$ cat src/rtl/gcdl_pkg.sv
// Package with item types, state codes and shared constants for the GCD/LCM unit.
package gcdl_pkg;

  localparam int unsigned DataWidth = 32;
  localparam int unsigned ProdWidth = 64;

  typedef struct packed {
    logic [DataWidth-1:0] operand_a;
    logic [DataWidth-1:0] operand_b;
  } in_item_t;

  typedef struct packed {
    logic [DataWidth-1:0] divisor;
    logic [ProdWidth-1:0] multiple;
    logic                 zero_operand;
  } out_item_t;

  typedef enum logic [2:0] {
    S_IDLE,
    S_EUC_START,
    S_EUC_WAIT,
    S_QUO_START,
    S_QUO_WAIT,
    S_MUL,
    S_FIN
  } state_e;

  typedef struct packed {
    logic busy;
    logic done;
  } div_stat_t;

endpackage

$ cat src/rtl/gcd_lcm_unit.sv
// Top level of the GCD/LCM unit: sequencer, divider instance, shift-add multiplier and output register.
//
//   channel | direction | handshake                | payload
//   in      | in        | in_valid_i / in_stall_o  | in_data_i  (operand_a, operand_b)
//   out     | out       | out_valid_o / out_stall_i| out_data_o (divisor, multiple, zero_operand)
//
// One item at a time. Each Euclid remainder step runs in the shared bit-serial
// divider, then a/gcd runs in it as well, and the shift-add multiply takes that
// quotient times b. A zero operand skips the divider and the multiplier. Reset
// clears the sequencer and the output valid; the next item is taken while a
// finished result waits under out_stall_i.
module gcd_lcm_unit #(
  parameter int unsigned OPERAND_WIDTH = 32
) (
  input  logic                clk_i,
  input  logic                rst_ni,
  input  logic                in_valid_i,
  output logic                in_stall_o,
  input  gcdl_pkg::in_item_t  in_data_i,
  output logic                out_valid_o,
  input  logic                out_stall_i,
  output gcdl_pkg::out_item_t out_data_o
);
  import gcdl_pkg::*;

  localparam int unsigned W    = OPERAND_WIDTH;
  localparam int unsigned CntW = $clog2(W + 1);

  state_e          state_q, state_d;
  logic [W-1:0]    x_q, y_q, a_q, b_q, g_q, mplier_q;
  logic [2*W-1:0]  mcand_q, acc_q;
  logic [CntW-1:0] mcnt_q;
  logic            err_q;
  logic            out_valid_q;
  out_item_t       out_q;

  logic            in_fire, out_fire, fin_load;
  logic [W-1:0]    op_a, op_b;
  logic            div_start;
  logic [W-1:0]    div_dividend, div_divisor, div_quo, div_rem;
  div_stat_t       div_stat;

  assign op_a     = in_data_i.operand_a[W-1:0];
  assign op_b     = in_data_i.operand_b[W-1:0];
  assign in_fire  = in_valid_i && (state_q == S_IDLE);
  assign out_fire = out_valid_q && !out_stall_i;
  assign fin_load = (state_q == S_FIN) && (!out_valid_q || !out_stall_i);

  assign div_start    = (state_q == S_EUC_START) || (state_q == S_QUO_START);
  assign div_dividend = (state_q == S_QUO_START) ? a_q : x_q;
  assign div_divisor  = (state_q == S_QUO_START) ? g_q : y_q;

  gcdl_div #(
    .W (W)
  ) u_div (
    .clk_i       (clk_i),
    .rst_ni      (rst_ni),
    .start_i     (div_start),
    .dividend_i  (div_dividend),
    .divisor_i   (div_divisor),
    .stat_o      (div_stat),
    .quotient_o  (div_quo),
    .remainder_o (div_rem)
  );

  always_ff @(posedge clk_i or negedge rst_ni) begin
    if (!rst_ni) begin
      state_q <= S_IDLE;
    end else begin
      state_q <= state_d;
    end
  end

  always_comb begin
    state_d = state_q;
    unique case (state_q)
      S_IDLE: begin
        if (in_fire) begin
          state_d = (op_a == '0 || op_b == '0) ? S_FIN : S_EUC_START;
        end
      end
      S_EUC_START: state_d = S_EUC_WAIT;
      S_EUC_WAIT: begin
        if (div_stat.done) begin
          state_d = (div_rem == '0) ? S_QUO_START : S_EUC_START;
        end
      end
      S_QUO_START: state_d = S_QUO_WAIT;
      S_QUO_WAIT: begin
        if (div_stat.done) begin
          state_d = S_MUL;
        end
      end
      S_MUL: begin
        if (mcnt_q == CntW'(1)) begin
          state_d = S_FIN;
        end
      end
      S_FIN: begin
        if (fin_load) begin
          state_d = S_IDLE;
        end
      end
      default: state_d = S_IDLE;
    endcase
  end

  always_ff @(posedge clk_i) begin
    if (in_fire) begin
      a_q   <= op_a;
      b_q   <= op_b;
      x_q   <= (op_a < op_b) ? op_b : op_a;
      y_q   <= (op_a < op_b) ? op_a : op_b;
      g_q   <= '0;
      acc_q <= '0;
      err_q <= (op_a == '0 || op_b == '0);
    end
    if (state_q == S_EUC_WAIT && div_stat.done) begin
      if (div_rem == '0) begin
        g_q <= y_q;
      end else begin
        x_q <= y_q;
        y_q <= div_rem;
      end
    end
    if (state_q == S_QUO_WAIT && div_stat.done) begin
      mplier_q <= div_quo;
      mcand_q  <= {{W{1'b0}}, b_q};
      acc_q    <= '0;
      mcnt_q   <= CntW'(W);
    end
    if (state_q == S_MUL) begin
      if (mplier_q[0]) begin
        acc_q <= acc_q + mcand_q;
      end
      mcand_q  <= {mcand_q[2*W-2:0], 1'b0};
      mplier_q <= {1'b0, mplier_q[W-1:1]};
      mcnt_q   <= mcnt_q - 1'b1;
    end
    if (fin_load) begin
      out_q.divisor      <= DataWidth'(g_q);
      out_q.multiple     <= ProdWidth'(acc_q);
      out_q.zero_operand <= err_q;
    end
  end

  always_ff @(posedge clk_i or negedge rst_ni) begin
    if (!rst_ni) begin
      out_valid_q <= 1'b0;
    end else if (fin_load) begin
      out_valid_q <= 1'b1;
    end else if (out_fire) begin
      out_valid_q <= 1'b0;
    end
  end

  assign in_stall_o  = (state_q != S_IDLE);
  assign out_valid_o = out_valid_q;
  assign out_data_o  = out_q;

`ifndef ASSERT_OFF
  a_div_start_idle: assert property (@(posedge clk_i) disable iff (!rst_ni)
    div_start |-> !div_stat.busy)
    else $error("divider started while busy");

  a_err_zero: assert property (@(posedge clk_i) disable iff (!rst_ni)
    out_valid_o && out_data_o.zero_operand |->
      out_data_o.divisor == '0 && out_data_o.multiple == '0)
    else $error("error result carries nonzero values");

  a_gcd_nonzero: assert property (@(posedge clk_i) disable iff (!rst_ni)
    out_valid_o && !out_data_o.zero_operand |-> out_data_o.divisor != '0)
    else $error("valid result with zero divisor");

  a_load_from_fin: assert property (@(posedge clk_i) disable iff (!rst_ni)
    $rose(out_valid_q) |-> $past(state_q == S_FIN))
    else $error("output loaded outside finish state");
`endif

endmodule

$ cat src/rtl/gcdl_div.sv
// Restoring divider, one quotient bit per cycle, shared by all divisions of an item.
module gcdl_div #(
  parameter int unsigned W = 32
) (
  input  logic                clk_i,
  input  logic                rst_ni,
  input  logic                start_i,
  input  logic [W-1:0]        dividend_i,
  input  logic [W-1:0]        divisor_i,
  output gcdl_pkg::div_stat_t stat_o,
  output logic [W-1:0]        quotient_o,
  output logic [W-1:0]        remainder_o
);
  import gcdl_pkg::*;

  localparam int unsigned CntW = $clog2(W + 1);

  logic [CntW-1:0] cnt_q;
  logic            done_q;
  logic [W:0]      rem_q;
  logic [W-1:0]    quo_q;
  logic [W-1:0]    dsr_q;

  logic [W:0]      shifted;
  logic [W+1:0]    diff;
  logic            ge;

  assign shifted = {rem_q[W-1:0], quo_q[W-1]};
  assign diff    = {1'b0, shifted} - {2'b00, dsr_q};
  assign ge      = ~diff[W+1];

  always_ff @(posedge clk_i or negedge rst_ni) begin
    if (!rst_ni) begin
      cnt_q  <= '0;
      done_q <= 1'b0;
    end else begin
      done_q <= 1'b0;
      if (start_i) begin
        cnt_q <= CntW'(W);
      end else if (cnt_q != '0) begin
        cnt_q  <= cnt_q - 1'b1;
        done_q <= (cnt_q == CntW'(1));
      end
    end
  end

  always_ff @(posedge clk_i) begin
    if (start_i) begin
      rem_q <= '0;
      quo_q <= dividend_i;
      dsr_q <= divisor_i;
    end else if (cnt_q != '0) begin
      rem_q <= ge ? diff[W:0] : shifted;
      quo_q <= {quo_q[W-2:0], ge};
    end
  end

  assign stat_o.busy  = (cnt_q != '0);
  assign stat_o.done  = done_q;
  assign quotient_o   = quo_q;
  assign remainder_o  = rem_q[W-1:0];

endmodule
$ cat config.mk
export PLATFORM = sky130hd
export DESIGN_NAME = gcd_lcm_unit
export DESIGN_NICKNAME = d
export VERILOG_FILES = /design/src/rtl/gcdl_pkg.sv /design/src/rtl/gcd_lcm_unit.sv /design/src/rtl/gcdl_div.sv
export SDC_FILE = /design/constraint.sdc
export NUM_CORES = 1
export LEC_CHECK = 0
export BUFFER_PORTS_ARGS = -buffer_cell sky130_fd_sc_hd__buf_2
export CAP_MARGIN = 20
export CORE_AREA = 3 3 280 282
export DETAILED_ROUTE_END_ITERATION = 8
export DIE_AREA = 0 0 283 285
export PLACE_DENSITY_LB_ADDON = 0.2
export SLEW_MARGIN = 10
export SYNTH_ARGS = -nofsm -noshare
export SYNTH_HDL_FRONTEND = slang
export SYNTH_SLANG_ARGS = --single-unit
$ cat constraint.sdc
create_clock -name clk_i -period 6.95 [get_ports clk_i]
set_input_delay 0 -clock clk_i [delete_from_list [all_inputs] [get_ports clk_i]]
set_output_delay 0 -clock clk_i [all_outputs]
set_load 0.1 [all_outputs]
==> results.md <==
- Status: completed
- Multi-input logic area: around 12000 um^2
- Worst Skew: about 0.026 ns
- Wirelength per Cell: 19.4 um
- Initial antenna violation count: 13
- Final setup fails: 0
- Syn nets: 2753
- Initial Util: 0.349
- Antenna Nets Post-Route: 0
- Critical path capture point type: flop
- Initial DRC Count: 1453
- Ys Warns: 0
- RSZ-0062 raised after global routing: no
- Max frequency: ~270 MHz
- Startpoint types: flop
- Slew headroom: 0.313
- Clock Pin Slew Worst Setup and Hold Paths: 0.06 ns
- Cell family with most CP delay: compound AO/OA/AOI/OAI gates
- Pre-antenna DRT Iters: 7
- Top cell types by occurrence after synthesis: 340 x nand2_1, 326 x edfxtp_1, 240 x o21ai_0, 194 x dfxtp_1, 184 x a21oi_1
- Seq pwr share: 0.365
- Yosys reg bits: around 530
- Via count: 19905
- Worst Slack Setup Final: between 3 and 4 ns
- Seq/Total Area, Yosys: 0.527
- DRC: 0
- Detailed Route WL: between 70 and 80 mm
- Fin crit share: 0.539
- Die Y: 285 um
- Number of cell rows: about 100
- Final count of hold timing violations: 0
- Ys async rst share: 0.0207
- IO Port Bufs: 166
- DP HPWL: 52.4 mm
- Layout cells sized above 1: 0.120
- Largest net degree at the start of global routing: 106
- Synth area leader: edfxtp_1
- TritonCTS buffer count: between 50 and 60
- CP Class: flop to flop
- Slew of the pin with the lowest slew margin: roughly 1.0 ns
- Synth area leaders: edfxtp_1 37%, dfxtp_1 15%, ha_1 6.1%
- TritonCTS clock tree: built
- Hold Path Class: input port to flop
- Power density over the cells: about 500 nW/um^2
- Worst EP arrival: about 4.2 ns
- Worst-Skew Late Latency: 0.64 ns
- Cells after Synth: 2553
- GPL Wtd Cong: about 0.9
- Overall Global Routing Usage: 0.181
- Max Slew Vio Count: 0
- Core area: 75900 um^2
- Final-stage net count: 2948
- EDFF count, synth: 326
- Area of the die: 80700 um^2
- Cell chain of the critical path: ha_1, nor2b_1, o31a_1, o221ai_1, nand3_1, a31oi_1, o31ai_2, a41oi_4, buf_4, nor2_1, a211oi_1, nor3_1
- H-tree depth: 2
- CTS root buffer: clkbuf_16
- Vias in the first global route: roughly 20000
- Slowest CP cell: buf_4
- Yosys top cell area share: 0.370
- Overflow after GRT: 0
- Critical path peak fanout: 60
- WP buf/inv: 1
- # IOs: ~170
- Seq. cell area: 13900 um^2
- Setup TNS: 0 ns
- Setup Buffers After CTS: 0
- Yosys cell types: 74
- Pre-CTS setup slack: 3.26 ns
- Area delta synth->final: 17.6%
- Sw Ratio: 0.415
- Min cycle time layout: 3.75 ns
- Max Root-Sink Buffers: 3
- Switching power: 6.52 mW
- Clk sinks: 531
- P_int: a little over 9 mW
- Peak supply drop: 0.202 mV
- WP data required: 7.43 ns
- Syn avg cell area: a little over 10 um^2
- Max-cap viol count: 0
- Fillers: ~7400
- Comb pwr share: 0.426
- Most common cell in the netlist: nand2_1
- Top_reg_cell synth: edfxtp_1
- Post-synthesis cell area: approximately 26000 um^2
- Clock Power Share: 0.209
- Slowest stage delay, CP: about 0.53 ns
- Vias per cell: about 5.2
- Die X: 283 um
- Leakage: around 13 nW
- First-pass GRT wire length: between 100 and 150 mm
[power by group through the flow]
stage          combinational (mW)  sequential (mW)  clock (mW)
2_1_floorplan                4.46             6.29           0
4_1_cts                      6.70             5.75        3.38
3_3_place_gp                 6.56             5.78           0
3_5_place_dp                 6.63             5.80           0
5_1_grt                      7.44             5.88        3.50
6_report                     6.69             5.73        3.28
[layout make-up]
| type | count | area share |
|---|---|---|
| inverter | 93 | 0.0114 |
| multi-input combinational | 1807 | 0.378 |
| clock inverter | 27 | 0.0111 |
| tap | 1030 | 0.0414 |
| clock buffer | 85 | 0.0548 |
| timing repair buffer | 256 | 0.0550 |
| antenna | 8 | 0.000643 |
| sequential | 531 | 0.448 |
[registers in the layout, indices dropped and copies added, names as in the netlist]
signal            cells
a_q                  32
acc_q                64
b_q                  32
err_q                 1
g_q                  32
mcand_q              64
mcnt_q                6
mplier_q             32
out_data_o           97
out_valid_o           1
state_q               3
u_div.cnt_q           6
u_div.done_q          1
u_div.dsr_q          32
u_div.quotient_o     32
u_div.rem_q          32
x_q                  32
y_q                  32
[worst paths after layout]
kind / startpoint / to / slack [ns] / cells past startpoint
setup reg to reg: u_div.rem_q[0] / u_div.rem_q[8] / 3.20 / 12
min in group asynchronous: rst_ni / u_div.cnt_q[1] / 0.56 / 3
hold reg to reg: err_q / out_data_o[0] / 0.42 / 0
hold / removal: in_valid_i / state_q[0] / 0.11 / 7
max in group asynchronous: rst_ni / state_q[1] / 5.86 / 3
setup / recovery: u_div.rem_q[0] / u_div.rem_q[8] / 3.20 / 12
[cell families after synthesis]
kind of cell,count (synthesis),share of synthesized area
AOI/OAI and AO/OA,754,0.176
and+or+nand+nor,696,0.121
DFF,531,0.527
buffers and inverters,215,0.0314
muxes,133,0.0519
adders and majority gates,132,0.0629
xor gates and xnor gates,92,0.0304
[metal layers]
metal	global-route usage	vias up	wire length, um
li1	-	9748	-
met1	0.249	9540	34900
met2	0.298	488	34200
met3	0.0307	119	3740
met4	0.0417	10	1540
met5	0	-	66
[worst min-delay path: stages]
cell	delay (ns)
buf_2	0.14
nand2_1	0.09
nand2_1	0.06
nor2_1	0.10
a31oi_1	0.08
a32oi_1	0.14
o21ai_0	0.09
[per-stage QoR]
stage / hold slack (ns) / utilization / cell area (um^2) / std cells / power, mW
4_1_cts: 0.0362 / 0.410 / 31100 / 3829 / 15.8
3_5_place_dp: -0.0700 / 0.374 / 28400 / 3650 / 12.4
5_1_grt: 0.160 / 0.410 / 31100 / 3833 / 16.8
6_report: 0.111 / 0.410 / 31100 / 3837 / 15.7
3_3_place_gp: -0.0746 / 0.373 / 28300 / 3648 / 12.3
2_1_floorplan: -0.296 / - / 26500 / 2553 / 10.7
[cells in the final DEF, fill, tap and decap left out, types with 32 or more instances in the layout]
cell,n
ha_1,130
nor2_1,104
nand2_1,339
o21ai_0,240
a211oi_1,36
a21oi_1,183
nor4_1,32
dlygate4sd3_1,67
buf_2,166
a22o_1,36
nor3_1,38
and2_1,44
mux2i_1,99
xnor2_1,51
dfxtp_1,194
xor2_1,41
a21o_1,120
edfxtp_1,326
clkbuf_16,61
mux2_2,33
inv_1,90
[what timing repair did]
action	4_1_cts	5_1_grt
hold endpoints to repair	141	0
resized for setup	0	0
hold buffers	67	0
setup endpoints to repair	0	0
No activity file was read; power rests on OpenSTA's default activity.
